==> src/rtl/core/qbs_sqrt_pipe.sv <==
// pipelined integer square root, one root bit per register stage
// no dependencies; used by the solver top level
`timescale 1ns / 1ps
`default_nettype none

module qbs_sqrt_pipe #(
  parameter int RAD_WIDTH = 66,
  parameter int SB_WIDTH  = 1
) (
  input  logic                   clk,
  input  logic                   rst_n,
  input  logic                   in_vld,
  input  logic [RAD_WIDTH-1:0]   in_rad,
  input  logic [SB_WIDTH-1:0]    in_sb,
  output logic                   out_vld,
  output logic [RAD_WIDTH/2-1:0] out_root,
  output logic [SB_WIDTH-1:0]    out_sb
);

  localparam int ROOT_W = RAD_WIDTH / 2;
  localparam int REM_W  = ROOT_W + 3;

  logic                 vld_r  [ROOT_W];
  logic [RAD_WIDTH-1:0] rad_r  [ROOT_W];
  logic [REM_W-1:0]     rem_r  [ROOT_W];
  logic [ROOT_W-1:0]    root_r [ROOT_W];
  logic [SB_WIDTH-1:0]  sb_r   [ROOT_W];

  for (genvar i = 0; i < ROOT_W; i++) begin : g_stage
    logic                 vld_in;
    logic [RAD_WIDTH-1:0] rad_in;
    logic [REM_W-1:0]     rem_in;
    logic [ROOT_W-1:0]    root_in;
    logic [SB_WIDTH-1:0]  sb_in;
    logic [REM_W-1:0]     rem_sh;
    logic [REM_W-1:0]     trial;
    logic [REM_W-1:0]     rem_nxt;
    logic [ROOT_W-1:0]    root_nxt;
    logic [RAD_WIDTH-1:0] rad_nxt;

    if (i == 0) begin : g_first
      assign vld_in  = in_vld;
      assign rad_in  = in_rad;
      assign rem_in  = '0;
      assign root_in = '0;
      assign sb_in   = in_sb;
    end else begin : g_next
      assign vld_in  = vld_r[i-1];
      assign rad_in  = rad_r[i-1];
      assign rem_in  = rem_r[i-1];
      assign root_in = root_r[i-1];
      assign sb_in   = sb_r[i-1];
    end

    // bring in two radicand bits, try root*4+1
    always_comb begin
      rem_sh  = {rem_in[REM_W-3:0], rad_in[RAD_WIDTH-1 -: 2]};
      trial   = REM_W'({root_in, 2'b01});
      rad_nxt = {rad_in[RAD_WIDTH-3:0], 2'b00};
      if (rem_sh >= trial) begin
        rem_nxt  = rem_sh - trial;
        root_nxt = {root_in[ROOT_W-2:0], 1'b1};
      end else begin
        rem_nxt  = rem_sh;
        root_nxt = {root_in[ROOT_W-2:0], 1'b0};
      end
    end

    always_ff @(posedge clk) begin
      if (!rst_n) begin
        vld_r[i] <= 1'b0;
      end else begin
        vld_r[i] <= vld_in;
      end
    end

    always_ff @(posedge clk) begin
      rad_r[i]  <= rad_nxt;
      rem_r[i]  <= rem_nxt;
      root_r[i] <= root_nxt;
      sb_r[i]   <= sb_in;
    end
  end

  assign out_vld  = vld_r[ROOT_W-1];
  assign out_root = root_r[ROOT_W-1];
  assign out_sb   = sb_r[ROOT_W-1];

endmodule

`default_nettype wire

==> config.mk <==
export PLATFORM = sky130hd
export DESIGN_NAME = qbs_sqrt_pipe
export DESIGN_NICKNAME = d
export VERILOG_FILES = /design/src/rtl/core/qbs_sqrt_pipe.sv
export SDC_FILE = /design/constraint.sdc
export NUM_CORES = 2
export LEC_CHECK = 0
export BUFFER_PORTS_ARGS = -buffer_cell sky130_fd_sc_hd__clkbuf_2
export CAP_MARGIN = 20
export CORE_ASPECT_RATIO = 1.75
export CORE_MARGIN = 3
export CORE_UTILIZATION = 43
export CTS_BUF_LIST = sky130_fd_sc_hd__clkbuf_8
export CTS_CLUSTER_DIAMETER = 200
export CTS_CLUSTER_SIZE = 24
export DETAILED_ROUTE_END_ITERATION = 8
export PLACE_DENSITY = 0.62
export SYNTH_ARGS = -nofsm -noshare
export SYNTH_HDL_FRONTEND = slang
export SYNTH_MEMORY_MAX_BITS = 65536
export SYNTH_SLANG_ARGS = --single-unit
export TNS_END_PERCENT = 20
==> constraint.sdc <==
create_clock -name clk -period 9.3 [get_ports clk]
set_clock_uncertainty 0.2 [all_clocks]
set_input_delay 1.86 -clock clk [delete_from_list [all_inputs] [get_ports clk]]
set_output_delay 1.86 -clock clk [all_outputs]
set_load 0.02 [all_outputs]
## Word level (Yosys, flattened, before mapping)

Memory sizes are Yosys's and may differ from the RTL's.
Index checks and enable logic that the tools add are counted.

- Add/subtract/negate cells: 33
- Multipliers: 0
- Div/mod/pow operators: 0
- $lt $le $gt $ge: 33
- Equality and inequality tests: 0
- Shift operators: 0
- Mux-type cells: 101
- Bitwise gates (word level): 33
- Reduce and logical (&&, ||, !) cells: 0

Operator list:

| operator | number |
|---|---|
| 36-bit 2-to-1 mux | 33 |
| 36-bit by 35-bit >= comparator with 1-bit output | 32 |
| 36-bit by 35-bit subtractor with 36-bit output | 32 |
| 1-bit 2-to-1 mux | 68 |
| 1-bit OR | 33 |
| 2-bit by 1-bit subtractor with 3-bit output, second input constant | 1 |
| 2-bit by 1-bit >= comparator with 1-bit output, second input constant | 1 |

- Flip-flop bits (word level): 0
- Bits in latches: 0
- Bits in writable memories: 4455
- Memory bits (read-only): 0
- Bits of input ports: 70
- Output and inout port bits: 35
- Logic and storage cells: 205
- Memories kept: 5

Memory list:

| name | words | bits a word | read ports | clocked after memory_dff | wr ports | RTL line | source |
|---|---|---|---|---|---|---|---|
| rad_r | 33 | 64 | 32 | 0 | 33 | 24 | `logic [RAD_WIDTH-1:0] rad_r [ROOT_W];` |
| rem_r | 33 | 36 | 32 | 0 | 33 | 25 | `logic [REM_W-1:0] rem_r [ROOT_W];` |
| root_r | 33 | 33 | 33 | 0 | 33 | 26 | `logic [ROOT_W-1:0] root_r [ROOT_W];` |
| sb_r | 33 | 1 | 33 | 0 | 33 | 27 | `logic [SB_WIDTH-1:0] sb_r [ROOT_W];` |
| vld_r | 33 | 1 | 33 | 0 | 33 | 23 | `logic vld_r [ROOT_W];` |

## Longest topological paths before layout

An unclocked memory read counts as a cell.

- Depth in word-level cells: 3
- Gate-level depth with buffers: 15

## Worst setup path before layout

OpenSTA, ideal clock, no wires.

- Kind: flip-flop to flip-flop
- Start: memory root_r[27][5] (netlist bit)
- End: memory rem_r[0][1016] (netlist bit)
- Setup time: 0.121 ns
- Arrival time: 3.557 ns
- Required time: 8.979 ns
- Setup slack: 5.422 ns
- Cell stages (with the launch flop): 12
- Clock period less this slack: 3.878 ns
- Cells stage by stage: dfxtp_1 inv_1 ha_1 a211o_1 o311ai_1 a21oi_1 a2111oi_1 o31a_1 o21ai_0 a2111oi_2 buf_2 mux2_2

RTL lines:

| element | RTL line |
|---|---|
| start: declaration | 26 |
| end: declaration | 25 |

==> results.py <==
metrics = {
    "run_status": {
        "outcome": "complete, no violations",
    },
    "cells_and_area": {
        "seq_area_um2": 54500,
        "fillers": 21500,
        "multi_input_area_um2": 40200,
        "syn_to_final_growth_pct": 6.26,
        "final_layout_size_suffix_gt1_frac": 0.0482,
        "nets": 10300,
    },
    "clocking": {
        "cts_made_buffers": 139,
        "cts_max_path_buffers": 4,
        "root_buffer": "clkbuf_8",
        "cts.sinks": 2720,
        "ctsHtreeMaxLevel": 4,
        "insertion_delay_ps": 970,
        "cts_tree": "yes",
        "ctsResizeCount": 0,
        "holdBufCountCts": 0,
        "clkTransAtPathRegs_ps": 140,
        "post-cts-setup-buffers": 0,
    },
    "sta": {
        "fin_crit_sh": 0.512,
        "fmax_mhz": 210,
        "rsz0062_at_grt": "no",
        "hold_violations": 0,
        "tightest_slew_ps": 1160,
        "setup_violations": 0,
        "finalSetupTns_ps": 0,
        "hold_slack_ps": 80.5,
        "max-slew-margin-rel": 0.203,
        "slew_violations": 0,
        "period_needed_ps": 4760,
    },
    "global_routing": {
        "grt-ovfl-total": 0,
        "antenna_found_initial": 19,
        "grt_max_degree": 62,
        "grt_pass1_wl_um": 360000,
        "grt_pass1_vias": 67500,
        "grt_usage": 0.197,
    },
    "worst_setup_path": {
        "arrival_ps": 5420,
        "path_class": "flip-flop to flip-flop",
        "worstPathMaxFanout": 26,
        "crit_path_end_kind": "flip-flop",
        "reg2regPathDepth": 12,
        "crit_required_ps": 9960,
        "critPathLaunchType": "flip-flop",
    },
    "pwr": {
        "sequentialPowerShare": 0.610,
        "power_leakage_nw": 48.9,
        "powerDensity_nw_per_um2": 236,
        "ir_worst_vdd_uv": 194,
        "power_mw": 24.6,
        "clkPwrFrac": 0.194,
        "p_sw_mw": 7.52,
        "comb_power_share": 0.196,
        "p_sw_frac": 0.306,
        "internal-power_mw": 17.1,
    },
    "synthesis": {
        "synth_largest_area_cell": "dfxtp_1",
        "synthFlopType": "dfxtp_1",
        "synthDominantCellAreaShare": 0.555,
        "synth_edf_count": 0,
        "yosysMostFrequentCell": "dfxtp_1",
        "yosys_warnings": 0,
        "syn_area_um2": 98100,
        "synth_commonest_cells": "2720 x dfxtp_1, 751 x inv_1, 653 x a21oi_1, 653 x nor2_1, 596 x ha_1",
        "synth-seq-area-share": 0.555,
        "synth_fp_nets": 10200,
        "syn_area_per_cell_um2": 10.2,
        "postSynth.asyncResetShare": 0,
        "synthCells": 9569,
        "ys_seq_elements": 2720,
        "synth.distinct_cells": 90,
        "ys_top_cells_by_area": "dfxtp_1 56%, ha_1 7.6%, xnor2_1 4.2%",
    },
    "placed_design": {
        "dp_hpwl_um": 188000,
        "place.gp.congestion": 0.941,
        "io_buffers": 104,
    },
    "floorplan": {
        "dieWidth_um": 367,
        "start_util": 0.433,
        "num_rows": 231,
        "core_um2": 227000,
        "ios": 105,
        "die_h_um": 638,
        "dieArea_um2": 234000,
    },
    "routing": {
        "via_per_inst": 5.11,
        "drt-total-wl_um": 236000,
        "drt_pass1_iterations": 7,
        "postRouteAntennaNets": 0,
        "dr.first_iter.drc_count": 2597,
        "vias": 65200,
        "avgRoutedWirePerCell_um": 18.5,
        "route.detailed.drc": 0,
    },
    "run": {
        "max_cap_viol_count": 0,
    },
    "min_path": {
        "whs_path_depth": 0,
        "hold_path.class": "flip-flop to flip-flop",
    },
}
-- power groups by stage --
stage | Sequential (mW) | Combinational (mW) | Clock, mW
5_1_grt | 15.2 | 5.37 | 5.42
3_3_place_gp | 15.2 | 4.72 | 0
3_5_place_dp | 15.3 | 4.81 | 0
4_1_cts | 15.0 | 4.83 | 5.09
6_report | 15.0 | 4.82 | 4.77
2_1_floorplan | 14.6 | 3.73 | 0
-- worst max-delay path, cell delays in order, from the launching register on --
cell and delay (ps):
dfxtp_1 740, inv_1 100, ha_1 380, nand2_1 90, a21oi_1 230, o211ai_1 360, a211oi_1 410, o21ai_0 230
and2_1 350, buf_4 280, nor4_1 580, or3b_2 520, xnor2_1 140
-- layer usage --
layer  vias to the layer above  share of wire  track usage  routed length, µm
met5                         -              0            0                  0
met4                         0           0.10        0.174              24300
met3                       696          0.025       0.0220               5890
met2                      1160           0.58        0.415             136000
met1                     30700           0.30        0.149              70100
li1                      32600              -            -                  -
-- sequential cells by signal, indices dropped and copies added (netlist names) --
signal  count
rad_r    1056
rem_r    1037
root_r    561
sb_r       33
vld_r      33
-- stage by stage --
step | cell area (µm²) | cells | worst slack [ps] | util
after global routing | 104000 | 12800 | 4290 | 0.460
after detailed placement | 102000 | 12600 | 4760 | 0.450
after floorplan | 98100 | 9569 | 5420 | -
after global placement | 102000 | 12600 | 4770 | 0.450
after CTS | 104000 | 12700 | 4650 | 0.459
final | 104000 | 12800 | 4540 | 0.460
-- path summary, 6_finish.rpt --
kind,from,endpoint,slack (ps)
setup reg to reg,root_r[16][2]$_DFF_P_,rem_r[0][643]$_DFF_P_,4540
hold reg to reg,rad_r[0][1853]$_DFF_P_,rad_r[0][1919]$_DFF_P_,80
setup / recovery,root_r[16][2]$_DFF_P_,rem_r[0][643]$_DFF_P_,4540
hold / removal,rad_r[0][1853]$_DFF_P_,rad_r[0][1919]$_DFF_P_,80
-- cell type report --
cell class              count  area share
repair buffers            134     0.00735
flip-flops and latches   2720       0.523
inverters                 754      0.0272
clock inverters             5    0.000456
well taps                3029      0.0364
clock buffers             142      0.0188
diodes                     56     0.00134
multi-input cells        5917       0.386
-- cells in the final DEF (no fill, tap or decap), types with 52 or more instances in the layout --
cell and count:
inv_1 751, ha_1 596, clkbuf_2 104, or3_1 113, dfxtp_1 2720, nor2b_1 86
and2_1 62, nor4_1 123, nor3_1 197, a21oi_1 650, clkbuf_8 142, diode_2 56
o21a_1 110, xor2_1 412, nand4_1 95, nand2b_1 97, o21bai_1 52, nand2_1 585
mux2_2 100, xnor2_1 474, a21o_1 259, nand3_1 158, nor2_1 653, o21ai_0 438
-- kinds of logic after synthesis --
family          Yosys count  share of synthesized area
compound gates         1907                      0.120
xor+xnor                886                     0.0791
fa+ha+maj               596                     0.0760
buf+inv                 932                     0.0359
flops                  2720                      0.555
mux                     101                     0.0116
other cells               1                  0.0000382
simple gates           2426                      0.122
No activity file was read; power rests on OpenSTA's default activity.
